File: src/rtl/u8w_pkg.sv
// Shared types and constants for the UTF-8 to UTF-16/UTF-32 transcoder.
`default_nettype none
package u8w_pkg;

	localparam int QUEUE_DEPTH = 4;

	localparam logic [20:0] SUPP_BASE = 21'h010000;
	localparam logic [15:0] HI_SURR   = 16'hD800;
	localparam logic [5:0]  LO_SURR_TOP = 6'b110111; // 0xDC00 >> 10

	typedef struct packed {
		logic [7:0] data_byte;
		logic       end_of_string;
	} u8w_byte_t;

	typedef struct packed {
		logic [20:0] code_unit;
		logic        is_error;
		logic        last;
	} u8w_unit_t;

	// Up to two result items produced by one input item.
	typedef struct packed {
		logic [1:0] n;
		u8w_unit_t  u0;
		u8w_unit_t  u1;
	} u8w_push_t;

endpackage
`default_nettype wire

File: src/rtl/u8w_decode.sv
// Input register, decode state and per-byte decode logic.
`default_nettype none
module u8w_decode (
	input  wire logic                clk,
	input  wire logic                arst_n,
	input  wire logic                byte_valid,
	output logic                     byte_stall,
	input  wire u8w_pkg::u8w_byte_t  byte_item,
	input  wire logic                cfg_write_en,
	input  wire logic                cfg_write_data,
	input  wire logic                room2,
	output u8w_pkg::u8w_push_t       push
);
	import u8w_pkg::*;

	logic        valid_s1;
	u8w_byte_t   item_s1;
	logic        utf16_mode_q;
	logic [20:0] partial_q;
	logic [1:0]  due_q;
	logic        dropping_q;

	logic        fire;
	logic [20:0] partial_d;
	logic [1:0]  due_d;
	logic        dropping_d;
	logic [1:0]  due_m1;
	logic [20:0] cont_pp;
	logic [20:0] cp;
	logic        do_emit;
	logic        do_fail;
	logic [20:0] sup_off;
	logic [15:0] hi_unit;
	logic [2:0]  lead_payload;

	assign fire       = valid_s1 && room2;
	assign byte_stall = valid_s1 && !room2;

	always_ff @(posedge clk or negedge arst_n) begin
		if (!arst_n) begin
			valid_s1 <= 1'b0;
		end else if (!byte_stall) begin
			valid_s1 <= byte_valid;
		end
	end

	always_ff @(posedge clk) begin
		if (byte_valid && !byte_stall) begin
			item_s1 <= byte_item;
		end
	end

	always_ff @(posedge clk or negedge arst_n) begin
		if (!arst_n) begin
			utf16_mode_q <= 1'b0;
			partial_q    <= '0;
			due_q        <= '0;
			dropping_q   <= 1'b0;
		end else begin
			if (cfg_write_en) begin
				utf16_mode_q <= cfg_write_data;
			end
			if (fire) begin
				partial_q  <= partial_d;
				due_q      <= due_d;
				dropping_q <= dropping_d;
			end
		end
	end

	assign due_m1 = due_q - 2'd1;

	always_comb begin
		cont_pp = partial_q;
		case (due_m1)
			2'd2:    cont_pp = partial_q | {3'd0, item_s1.data_byte[5:0], 12'd0};
			2'd1:    cont_pp = partial_q | {9'd0, item_s1.data_byte[5:0], 6'd0};
			default: cont_pp = partial_q | {15'd0, item_s1.data_byte[5:0]};
		endcase
	end

	// Next state and the emit / fail decision for the byte in s1.
	always_comb begin
		partial_d    = partial_q;
		due_d        = due_q;
		dropping_d   = dropping_q;
		cp           = '0;
		do_emit      = 1'b0;
		do_fail      = 1'b0;
		lead_payload = '0;
		if (dropping_q) begin
			dropping_d = !item_s1.end_of_string;
		end else if (due_q != 2'd0) begin
			if (due_m1 != 2'd0) begin
				if (item_s1.end_of_string) begin
					do_fail = 1'b1;
				end else begin
					due_d     = due_m1;
					partial_d = cont_pp;
				end
			end else begin
				cp        = cont_pp;
				do_emit   = 1'b1;
				due_d     = '0;
				partial_d = '0;
			end
		end else if (!item_s1.data_byte[7]) begin
			cp      = {13'd0, item_s1.data_byte};
			do_emit = 1'b1;
		end else if (!item_s1.data_byte[6]) begin
			do_fail = 1'b1;
		end else if (item_s1.data_byte[5] && item_s1.data_byte[4] && item_s1.data_byte[3]) begin
			do_fail = 1'b1;
		end else if (item_s1.end_of_string) begin
			do_fail = 1'b1;
		end else if (!item_s1.data_byte[5]) begin
			due_d     = 2'd1;
			partial_d = {10'd0, item_s1.data_byte[4:0], 6'd0};
		end else if (!item_s1.data_byte[4]) begin
			due_d     = 2'd2;
			partial_d = {5'd0, item_s1.data_byte[3:0], 12'd0};
		end else begin
			lead_payload = item_s1.data_byte[2:0];
			due_d        = 2'd3;
			partial_d    = {lead_payload, 18'd0};
		end
		if (do_fail) begin
			partial_d  = '0;
			due_d      = '0;
			dropping_d = !item_s1.end_of_string;
		end
	end

	assign sup_off = cp - SUPP_BASE;
	assign hi_unit = {5'd0, sup_off[20:10]} + HI_SURR;

	always_comb begin
		push = '0;
		if (fire) begin
			if (do_fail) begin
				push.n  = 2'd1;
				push.u0 = '{code_unit: '0, is_error: 1'b1, last: 1'b1};
			end else if (do_emit) begin
				if (utf16_mode_q && (cp >= SUPP_BASE)) begin
					push.n  = 2'd2;
					push.u0 = '{code_unit: {5'd0, hi_unit}, is_error: 1'b0, last: 1'b0};
					push.u1 = '{code_unit: {5'd0, LO_SURR_TOP, cp[9:0]}, is_error: 1'b0,
						last: item_s1.end_of_string};
				end else begin
					push.n  = 2'd1;
					push.u0 = '{code_unit: cp, is_error: 1'b0, last: item_s1.end_of_string};
				end
			end
		end
	end

`ifndef NO_ASSERTIONS
	a_drop_silent: assert property (@(posedge clk) disable iff (!arst_n)
		(fire && dropping_q) |-> (push.n == 2'd0))
		else $error("result produced while dropping");
	a_err_single: assert property (@(posedge clk) disable iff (!arst_n)
		(push.n != 2'd0 && push.u0.is_error) |-> (push.n == 2'd1 && push.u0.last))
		else $error("error item not single and last");
	a_eos_clears: assert property (@(posedge clk) disable iff (!arst_n)
		(fire && item_s1.end_of_string) |=> (!dropping_q && due_q == 2'd0))
		else $error("state not clean after end of string");
`endif

endmodule
`default_nettype wire

File: src/rtl/u8w_queue.sv
// Small result queue that takes up to two items per cycle and drains one when the result side does not stall.
`default_nettype none
module u8w_queue #(
	parameter int DEPTH = u8w_pkg::QUEUE_DEPTH
) (
	input  wire logic               clk,
	input  wire logic               arst_n,
	input  wire u8w_pkg::u8w_push_t push,
	output logic                    room2,
	output logic                    unit_valid,
	input  wire logic               unit_stall,
	output u8w_pkg::u8w_unit_t      unit_item
);
	import u8w_pkg::*;

	localparam int PW = (DEPTH > 1) ? $clog2(DEPTH) : 1;
	localparam int CW = $clog2(DEPTH + 1);
	localparam logic [PW-1:0] LAST_PTR = PW'(DEPTH - 1);
	localparam logic [CW:0]   DEPTH_C  = (CW + 1)'(DEPTH);

	u8w_unit_t   mem_q [DEPTH];
	logic [PW-1:0] wr_ptr_q, rd_ptr_q;
	logic [CW-1:0] count_q;
	logic          pop;
	logic [PW-1:0] wr_ptr1, wr_ptr2;
	logic [CW:0]   space;

	function automatic logic [PW-1:0] ptr_inc(input logic [PW-1:0] p);
		ptr_inc = (p == LAST_PTR) ? '0 : p + PW'(1);
	endfunction

	assign pop        = unit_valid && !unit_stall;
	assign unit_valid = (count_q != '0);
	assign unit_item  = mem_q[rd_ptr_q];
	assign space      = DEPTH_C - {1'b0, count_q} + {{CW{1'b0}}, pop};
	assign room2      = (space >= (CW + 1)'(2));
	assign wr_ptr1    = ptr_inc(wr_ptr_q);
	assign wr_ptr2    = ptr_inc(wr_ptr1);

	always_ff @(posedge clk) begin
		if (push.n != 2'd0) begin
			mem_q[wr_ptr_q] <= push.u0;
		end
		if (push.n == 2'd2) begin
			mem_q[wr_ptr1] <= push.u1;
		end
	end

	always_ff @(posedge clk or negedge arst_n) begin
		if (!arst_n) begin
			wr_ptr_q <= '0;
			rd_ptr_q <= '0;
			count_q  <= '0;
		end else begin
			case (push.n)
				2'd1:    wr_ptr_q <= wr_ptr1;
				2'd2:    wr_ptr_q <= wr_ptr2;
				default: wr_ptr_q <= wr_ptr_q;
			endcase
			if (pop) begin
				rd_ptr_q <= ptr_inc(rd_ptr_q);
			end
			count_q <= count_q + CW'(push.n) - CW'(pop);
		end
	end

`ifndef NO_ASSERTIONS
	a_no_overflow: assert property (@(posedge clk) disable iff (!arst_n)
		(push.n != 2'd0) |-> room2)
		else $error("push without room");
	a_count_bound: assert property (@(posedge clk) disable iff (!arst_n)
		{1'b0, count_q} <= DEPTH_C)
		else $error("queue count beyond depth");
	a_hold_stalled: assert property (@(posedge clk) disable iff (!arst_n)
		(unit_valid && unit_stall) |=> (unit_valid && $stable(unit_item)))
		else $error("stalled result item changed");
`endif

endmodule
`default_nettype wire

File: src/rtl/utf8_to_wide_transcoder.sv
// Top level of the UTF-8 to UTF-16/UTF-32 transcoder.
`default_nettype none
// Takes one UTF-8 byte per cycle while byte_stall is low and emits UTF-32 code
// points, or UTF-16 units when utf16_mode is set. Each byte passes an input
// register and combinational decode logic into the registered result queue.
// A byte can be taken every cycle; a surrogate pair writes two items into the
// result queue at once. The decode step waits while the queue has fewer than
// two free slots, so input is held off only when the result side stalls. A
// string found invalid (a stray continuation byte, a lead byte of 0xF8 to 0xFF,
// or an end of string inside a sequence) gives one error item marked last,
// then the bytes up to its end of string are discarded.
module utf8_to_wide_transcoder #(
	parameter int QueueDepth = u8w_pkg::QUEUE_DEPTH
) (
	input  wire logic               clk,
	input  wire logic               arst_n,
	input  wire logic               byte_valid,
	output logic                    byte_stall,
	input  wire u8w_pkg::u8w_byte_t byte_item,
	output logic                    unit_valid,
	input  wire logic               unit_stall,
	output u8w_pkg::u8w_unit_t      unit_item,
	input  wire logic               cfg_write_en,
	input  wire logic               cfg_write_data
);
	import u8w_pkg::*;

	u8w_push_t push;
	logic      room2;

	u8w_decode u_decode (
		.clk            (clk),
		.arst_n         (arst_n),
		.byte_valid     (byte_valid),
		.byte_stall     (byte_stall),
		.byte_item      (byte_item),
		.cfg_write_en   (cfg_write_en),
		.cfg_write_data (cfg_write_data),
		.room2          (room2),
		.push           (push)
	);

	u8w_queue #(
		.DEPTH (QueueDepth)
	) u_queue (
		.clk        (clk),
		.arst_n     (arst_n),
		.push       (push),
		.room2      (room2),
		.unit_valid (unit_valid),
		.unit_stall (unit_stall),
		.unit_item  (unit_item)
	);

endmodule
`default_nettype wire
File: config.mk
export PLATFORM = sky130hd
export DESIGN_NAME = utf8_to_wide_transcoder
export DESIGN_NICKNAME = d
export VERILOG_FILES = /design/src/rtl/u8w_pkg.sv /design/src/rtl/u8w_decode.sv /design/src/rtl/u8w_queue.sv /design/src/rtl/utf8_to_wide_transcoder.sv
export SDC_FILE = /design/constraint.sdc
export NUM_CORES = 1
export LEC_CHECK = 0
export BUFFER_PORTS_ARGS = -buffer_cell sky130_fd_sc_hd__buf_2
export CAP_MARGIN = 20
export CELL_PAD_IN_SITES_DETAIL_PLACEMENT = 0
export CELL_PAD_IN_SITES_GLOBAL_PLACEMENT = 1
export CORE_MARGIN = 2
export CORE_UTILIZATION = 45
export DETAILED_ROUTE_END_ITERATION = 12
export HOLD_SLACK_MARGIN = 0.05
export PLACE_DENSITY_LB_ADDON = 0.1
export SLEW_MARGIN = 20
export SYNTH_ARGS = -nofsm -noshare
export SYNTH_HDL_FRONTEND = slang
export SYNTH_HIERARCHICAL = 1
export SYNTH_SLANG_ARGS = --single-unit
File: constraint.sdc
create_clock -name clk -period 6.3 [get_ports clk]
set_input_delay 0.63 -clock clk [delete_from_list [all_inputs] [get_ports clk]]
set_output_delay 0.63 -clock clk [all_outputs]
set_load 0.05 [all_outputs]
# Word level (Yosys, flattened, before mapping)
# Memory sizes are Yosys's and may differ from the RTL's.
# Index checks and enable logic that the tools add are counted.
classes:
  n_mux: 54
  reduce_logical: 19
  add_sub_neg: 10
  eq_ne: 11
  n_lt_le_gt_ge: 2
  n_bitwise: 3
ops:
  columns: ["operator", "count"]
  rows:
  - ["two-way mux 21 bit", 14]
  - ["two-way mux 48 bit", 2]
  - ["two-way mux 25 bit", 2]
  - ["one-hot mux 21 bit (2 select lines)", 1]
  - ["two-way mux 2 bit", 13]
  - ["two-way mux 23 bit", 1]
  - [">= comparator 21 x 17 -> 1 bit (second input constant)", 1]
  - ["bitwise OR 21 x 12 -> 21 bit", 1]
  - ["bitwise OR 21 x 18 -> 21 bit", 1]
  - ["bitwise OR 21 x 6 -> 21 bit", 1]
  - ["subtractor 21 x 17 -> 21 bit (second input constant)", 1]
  - ["two-way mux 1 bit", 18]
  - ["two-way mux 18 bit", 1]
  - ["adder 12 x 15 -> 16 bit (second input constant)", 1]
  - ["== test 2 bit (second input constant)", 5]
  - ["nonzero test 3 bit", 3]
  - ["nonzero test 2 bit", 4]
  - ["logical AND 1 bit", 7]
  - ["two-way mux 7 bit", 1]
  - ["AND reduction 7 bit", 1]
  - ["adder 2 x 1 -> 2 bit (second input constant)", 3]
  - ["inequality test 3 bit (second input constant)", 2]
  - ["adder 4 x 1 -> 4 bit", 1]
  - ["== test 2 x 1 -> 1 bit (second input constant)", 2]
  - ["other kinds (9)", 12]
word_totals:
  word_cells: 110
  n_memories: 1
  mem_bits_rw: 92
  inputBits: 15
  regBits: 42
mem_list:
  columns: ["name", "words", "word_bits", "read_ports", "rd_ports_with_merged_regs", "wr", "line", "rtl"]
  rows:
  - ["u_queue.mem_q", 4, 23, 1, 0, 2, "u8w_queue.sv:21", "u8w_unit_t mem_q [DEPTH];"]

# Depth between registers and ports, before layout
# Gate-level depths: netlist (run 1).
logic_depth:
  word_depth: 15
  depth_mapped: 20

# Modules after synthesis
# The synthesis (run 1) kept the hierarchy.
modules_own_cells:
  columns: ["module", "instances", "cells_per_inst", "area_per_inst_um2"]
  rows:
  - ["u8w_queue", 1, 287, 5014.8]
  - ["u8w_decode", 1, 286, 2491.1]

# Worst setup path before layout (run 1)
# No wires, ideal clock.
synth_path:
  path_type: "reg-to-reg"
  startpoint: "register u_queue.count_q[2]"
  endpoint: "memory u_queue/mem_q[1][0] in the netlist's numbering (enable)"
  n_path_buf: 2
  synth_period_minus_slack_ns: 5.246
  arrival_ns: 4.811
  stages_incl_launch_ff: 19
  setup_slack_ns: 1.054
  required_ns: 5.865
  cell_sequence: "dfrtp_1 > or3_4 > nor2b_4 > inv_1 > ha_1 > inv_1 > ha_1 > nand2_1 > nor3_1 > o21bai_1 > nand3b_1 > a21o_1 > or3_4 > buf_2 > inv_1 > buf_4 > inv_1 > ha_1 > o21ai_0"
synth_lines:
  columns: ["item", "line", "rtl"]
  rows:
  - ["from (decl)", "u8w_queue.sv:23", "logic [CW-1:0] count_q;"]
  - ["from (signal assigned)", "u8w_queue.sv:63", "count_q <= count_q + CW'(push.n) - CW'(pop);"]
  - ["to (decl)", "u8w_queue.sv:21", null]

==> results of run 1 <==
==> worst max-delay path, cell delays in order, from the launching register on <==
cell      delay (ns)
dfrtp_1         0.41
or3_4           0.40
nor2b_4         0.15
inv_1           0.05
ha_1            0.15
inv_1           0.05
ha_1            0.18
nand2_1         0.07
nor3_1          0.04
o21bai_1        0.24
nand3b_1        0.19
a21o_1          0.35
or3_4           0.46
inv_1           0.49
ha_1            0.37
nand2_1         0.37
buf_4           0.37
mux2_2          0.30
==> cells in the mapped netlist, drive strengths merged, types with 2 or more instances <==
master / n
nand4: 3
and3: 3
xnor2: 2
o211ai: 5
nand2: 24
a21oi: 26
a21o: 2
a22oi: 3
mux4: 23
ha: 20
or2: 2
nor2: 37
a31oi: 2
clkbuf: 9
o21ai: 18
nand3: 3
and2: 3
a32o: 3
nand2b: 10
o32ai: 2
nor2b: 5
buf: 35
nor3b: 3
edfxtp: 101
a2111oi: 3
a211oi: 9
o22ai: 4
inv: 30
o21a: 4
or3b: 2
nor4: 2
nand3b: 2
o21bai: 2
a221o: 3
dfrtp: 33
or3: 7
nor3: 6
mux2: 94
a22o: 8
==> registers in the layout, indices dropped and copies added, names as in the netlist, 2 cells and up <==
register / cells
u_queue/mem_q: 92
u_queue/rd_ptr_q: 2
u_queue/count_q: 3
u_decode/due_q: 2
u_queue/wr_ptr_q: 2
u_decode/partial_q: 21
u_decode/item_s1: 9
==> per-stage QoR <==
stage / instances / area [µm²] / setup WS (ns) / power (µW)
after floorplan: 579 / 7530 / 1.05 / 2780
after global placement: 805 / 7830 / 1.55 / 3190
after detailed placement: 805 / 7830 / 1.44 / 3210
after CTS: 835 / 8380 / 1.40 / 4160
after global routing: 835 / 8380 / 1.09 / 4370
final: 835 / 8380 / 1.37 / 4130
==> path summary, 6_finish.rpt <==
| path | from | end | cells after the start |
|---|---|---|---|
| max | u_queue/count_q[2] | u_queue/mem_q[0][5] | 17 |
| min | arst_n | u_decode/due_q[0] | 1 |
| max reg2reg | u_queue/count_q[2] | u_queue/mem_q[0][5] | 17 |
| min reg2reg | u_decode/partial_q[0] | u_decode/partial_q[0] | 2 |
| max in group asynchronous | arst_n | u_decode/partial_q[13] | 1 |
| min in group clk | byte_item[1] | u_decode/item_s1[1] | 1 |
==> power by group <==
group / internal, µW / leakage [µW] / switching, µW
combinational: 621 / 0.00162 / 1240
sequential: 1210 / 0.00137 / 132
clock: 571 / 0.000262 / 358
total: 2400 / 0.00325 / 1730
==> final cells by class <==
cell class | instances | area (µm²) | area share (%)
inverters | 31 | 116 | 1.39
repair buffers | 50 | 278 | 3.32
clock inverters | 11 | 111 | 1.33
multi-input cells | 370 | 3310 | 39.5
clock buffers | 19 | 433 | 5.17
flip-flops and latches | 134 | 3860 | 46.1
well taps | 220 | 275 | 3.29
==> cells by family after synthesis <==
| group | after synthesis | synth area share [%] |
|---|---|---|
| flip-flops | 134 | 51.4 |
| multiplexers | 117 | 21.1 |
| AND/OR/NAND/NOR | 114 | 7.90 |
| AO/OA/AOI/OAI | 108 | 10.5 |
| buffers and inverters | 75 | 5.07 |
| adder cells (fa/ha/maj) | 21 | 3.60 |
| XOR/XNOR | 3 | 0.350 |
| other | 1 | 0.0500 |
==> per-layer routing <==
metal | global-route usage, % | share of wire, % | wire [µm]
met4 | 7.62 | 2.2 | 396
met2 | 33.5 | 47 | 8470
met5 | 0 | 0 | 0
met3 | 4.15 | 4.3 | 777
met1 | 30.0 | 46 | 8320
==> flow_metrics.py, run 1 <==
metrics = {
    "route": {
        "num_vias": 4740,
        "routed_wl_mm": 18.0,
        "drt.antenna.violating_nets": 0,
        "drc": 0,
        "wl_per_cell_um": 21.5,
        "drtIter0Drc": 341,
        "dr.pass1.iters": 5,
        "vias_per_cell": 5.68,
    },
    "clock_network": {
        "cts_tree": "done",
        "clk_path_buf_depth": 2,
        "cts_hold_buf": 0,
        "clk_pin_slew_ns": 0.06,
        "cts-root-buf": "clkbuf_16",
        "cts_made_buffers": 17,
        "cts.sinks": 134,
        "cts_resized": 0,
        "cts_setup_buffers": 0,
        "h-tree-depth": 4,
        "clock_latency_ns": 0.42,
    },
    "placed_design": {
        "gp_congestion": 0.864,
        "dp_hpwl_mm": 12.5,
        "numPortBuffers": 39,
    },
    "synth": {
        "yosysTopAreaCell": "edfxtp_1",
        "synth_top_area_share_pct": 40.4,
        "yosysSeqAreaShare_pct": 51.4,
        "netlist_area_um2": 7510,
        "ys_ff_latch": 134,
        "synth_cells": 573,
        "synth.distinct_cells": 73,
        "yosys_warnings": 6,
        "async_flop_share_pct": 24.6,
        "synth.area.top_cells": "edfxtp_1 40%, mux2_2 14%, dfrtp_1 11%",
        "synth_top_flop_cell": "edfxtp_1",
        "synth_edf_count": 101,
        "syn_area_per_cell_um2": 13.1,
    },
    "sta": {
        "grt_setup_unrepaired": "false",
        "clock_skew_ns": 0.00565,
        "finalSetupViolations": 0,
        "max_freq_mhz": 203,
        "finalCriticalPeriod_ns": 4.93,
        "setup_tns_ns": 0,
        "timing.final.crit_share_pct": 78.3,
        "hold_viol": 0,
        "tightest_slew_ns": 1.03,
        "drv_slew": 0,
        "max-slew-margin-rel_pct": 31.0,
        "holdWs_ns": 0.285,
    },
    "cells_and_area": {
        "final_common_cell": "edfxtp_1",
        "fin_nets": 640,
        "layout_common_cells": "101 x edfxtp_1, 92 x mux2_2, 39 x buf_2, 37 x nor2_1, 33 x dfrtp_1",
        "nFillCells": 1437,
        "antennaDiodeCount": 0,
        "area_growth_pct": 11.6,
        "drive_gt1_share_pct": 35.6,
        "fin_util_pct": 50.9,
    },
    "global_route": {
        "grt-ovfl-total": 0,
        "grt.total_usage_pct": 21.4,
        "grt_first_pass_wirelength_mm": 28.4,
        "grt_max_degree": 34,
        "grt_pass1_vias": 4849,
        "antenna_found_initial": 0,
    },
    "worst_setup_path": {
        "crit_arrival_ns": 5.10,
        "worstPathRequired_ns": 6.47,
        "crit_path_max_fanout": 22,
        "setup.worst_path.end_class": "flop",
        "path_class": "flop to flop",
        "reg2reg_slack_ns": 1.37,
        "critPathLaunchType": "flop",
    },
    "status": {
        "outcome": "complete, no violations",
    },
    "floorplanning": {
        "rows": 47,
        "io_pins": 40,
        "start_util_pct": 45.6,
        "die_w_um": 133,
        "fp.dieH_um": 133,
        "die_area_um2": 17700,
        "core_um2": 16500,
    },
    "power_and_ir_drop": {
        "p_leak_uw": 0.00325,
        "power_density_nw_per_um2": 493,
        "peakVddDrop_v": 0.000243,
    },
    "flow_run": {
        "maxCapViolations": 0,
    },
    "worst_hold_path": {
        "hold_path.class": "input pin to asynchronous set/reset pin",
    },
}
Power figures use the tool's default switching activity.
==> inputs of run 2 (changes only) <==
==> constraint.sdc (replaced) <==
create_clock -name clk -period 4.7 [get_ports clk]
set_input_delay 0.47 -clock clk [delete_from_list [all_inputs] [get_ports clk]]
set_output_delay 0.47 -clock clk [all_outputs]
set_load 0.05 [all_outputs]
==> run 2 against run 1 <==
Against the previous run: worst setup slack lost 0.84 ns; flip-flop and latch count unchanged; cell area rose by 2.9%; clock power rose by 57%; hold slack got worse by 0.15 ns; critical path type unchanged; critical endpoint is now u_queue/mem_q[3][7].
==> flow_metrics.py, run 2 (synthesized netlist as in run 1, its figures left out) <==
metrics = {
    "global_route": {
        "grt_first_pass_wirelength_mm": 28.7,
        "grt_max_degree": 34,
        "grt_pass1_vias": 4948,
        "grt.total_usage_pct": 21.4,
        "antenna_found_initial": 0,
        "grt-ovfl-total": 0,
    },
    "placed_design": {
        "dpl-instance-area_um2": 7970,
        "gp_congestion": 0.888,
        "pre_cts_ws_ns": 0.555,
        "numPortBuffers": 39,
        "placed_cells": 817,
        "dp_hpwl_mm": 12.5,
    },
    "cells_and_area": {
        "nFillCells": 1442,
        "multi_input_area_um2": 3300,
        "stdcell_area_um2": 8620,
        "area_growth_pct": 14.9,
        "fin_nets": 652,
        "final_common_cell": "edfxtp_1",
        "stdcell_count": 849,
        "drive_gt1_share_pct": 37.4,
        "fin_util_pct": 52.4,
        "layout_common_cells": "101 x edfxtp_1, 92 x mux2_2, 39 x buf_2, 37 x nor2_1, 33 x dfrtp_1",
        "antennaDiodeCount": 0,
        "largest_register": "u_queue/mem_q",
        "largest_reg_flops": 92,
        "seqCellArea_um2": 3860,
        "reg_top3": "u_queue/mem_q: 92 flops, u_decode/partial_q: 21 flops, u_decode/item_s1: 9 flops",
    },
    "power_and_ir_drop": {
        "power_density_nw_per_um2": 676,
        "p_leak_uw": 0.00337,
        "peakVddDrop_v": 0.000339,
    },
    "worst_setup_path": {
        "path_class": "flop to flop",
        "crit_arrival_ns": 4.34,
        "setup.worst_path.end_class": "flop",
        "r2r-start": "u_queue/count_q[2]",
        "critPathLaunchType": "flop",
        "crit_path_max_fanout": 17,
        "reg2reg_slack_ns": 0.52,
        "rr_endpoint": "u_queue/mem_q[3][7]",
        "r2r_cells": 17,
        "worstPathRequired_ns": 4.87,
    },
    "clock_network": {
        "clk_pin_slew_ns": 0.06,
        "clock_latency_ns": 0.42,
        "cts_tree": "done",
        "cts_hold_buf": 0,
        "cts_resized": 0,
        "clk_path_buf_depth": 2,
        "cts-root-buf": "clkbuf_16",
        "cts_made_buffers": 17,
        "h-tree-depth": 4,
        "cts_setup_buffers": 0,
        "cts.sinks": 134,
    },
    "route": {
        "dr.pass1.iters": 5,
        "num_vias": 4923,
        "drtIter0Drc": 295,
        "drt.antenna.violating_nets": 0,
        "drc": 0,
        "vias_per_cell": 5.80,
        "routed_wl_mm": 18.2,
        "wl_per_cell_um": 21.4,
    },
    "floorplanning": {
        "io_pins": 40,
        "fp.dieH_um": 133,
        "rows": 47,
        "die_w_um": 133,
        "core_um2": 16500,
        "die_area_um2": 17700,
        "start_util_pct": 45.6,
    },
    "status": {
        "outcome": "complete, no violations",
    },
    "sta": {
        "clock_skew_ns": 0.00907,
        "hold_viol": 0,
        "timing.final.crit_share_pct": 88.9,
        "drv_slew": 0,
        "tightest_slew_ns": 0.911,
        "grt_setup_unrepaired": "false",
        "max_freq_mhz": 239,
        "setup_tns_ns": 0,
        "finalCriticalPeriod_ns": 4.18,
        "max-slew-margin-rel_pct": 37.7,
        "setup_slack_ns": 0.524,
        "finalSetupViolations": 0,
    },
    "flow_run": {
        "maxCapViolations": 0,
    },
    "worst_hold_path": {
        "hold_path.class": "input pin to asynchronous set/reset pin",
    },
}
==> run 2: changes by cell type in the layout (fill, tap and decap cells not counted), sizes merged <==
cell,change
clkinv,-3
bufinv,+3
inv,+2
clkbuf,-2
clkinvlp,+2
buf,+12
==> run 2: through the flow <==
stage | hold slack [ns] | power [µW]
floorplan | 0.174 | 3720
global placement | 0.464 | 4370
detailed placement | 0.480 | 4380
CTS | 0.157 | 5860
global route | 0.200 | 6140
finish | 0.136 | 5830
==> run 2: final cells by class <==
type / instances / area share, %
clock buffers: 17 / 4.93
clock inverters: 15 / 2.63
inverters: 31 / 1.35
multi-input cells: 370 / 38.3
flip-flops and latches: 134 / 44.7
well taps: 220 / 3.19
repair buffers: 62 / 4.85
==> run 2: critical path, stage by stage, from the launching register on <==
cell      delay (ns)
dfrtp_1         0.41
or3_4           0.40
nor2b_4         0.15
inv_1           0.05
ha_1            0.17
inv_1           0.05
ha_1            0.19
nand2_1         0.07
nor3_1          0.04
o21bai_1        0.25
nand3b_1        0.19
a21o_1          0.22
or3_4           0.41
inv_1           0.13
ha_1            0.26
nand2_1         0.35
buf_12          0.29
mux2_2          0.28
==> run 2: metal layers <==
metal	track usage (%)	part of all wire, %	vias to the layer above
met5	0	0	-
li1	-	-	2254
met3	3.92	3.8	18
met2	34.0	47	123
met4	6.03	1.3	0
met1	30.5	47	2528
==> run 2: worst max path at each step <==
stage,from,end,slack [ns],cells past startpoint
global route,u_queue/count_q[2],u_queue/mem_q[3][17],0.25,17
finish,u_queue/count_q[2],u_queue/mem_q[3][7],0.52,17
global placement,u_queue/count_q[2],u_queue/mem_q[1][11],0.72,17
CTS,u_queue/count_q[2],u_queue/mem_q[3][7],0.54,17
detailed placement,u_queue/count_q[2],u_queue/mem_q[3][1],0.55,17
floorplan,u_queue/count_q[2],u_queue/mem_q[1][0],-0.55,18
==> run 2: power breakdown <==
group	internal (µW)	total (µW)	switching, µW
clock	943	1460	521
sequential	1610	1820	202
combinational	891	2550	1660
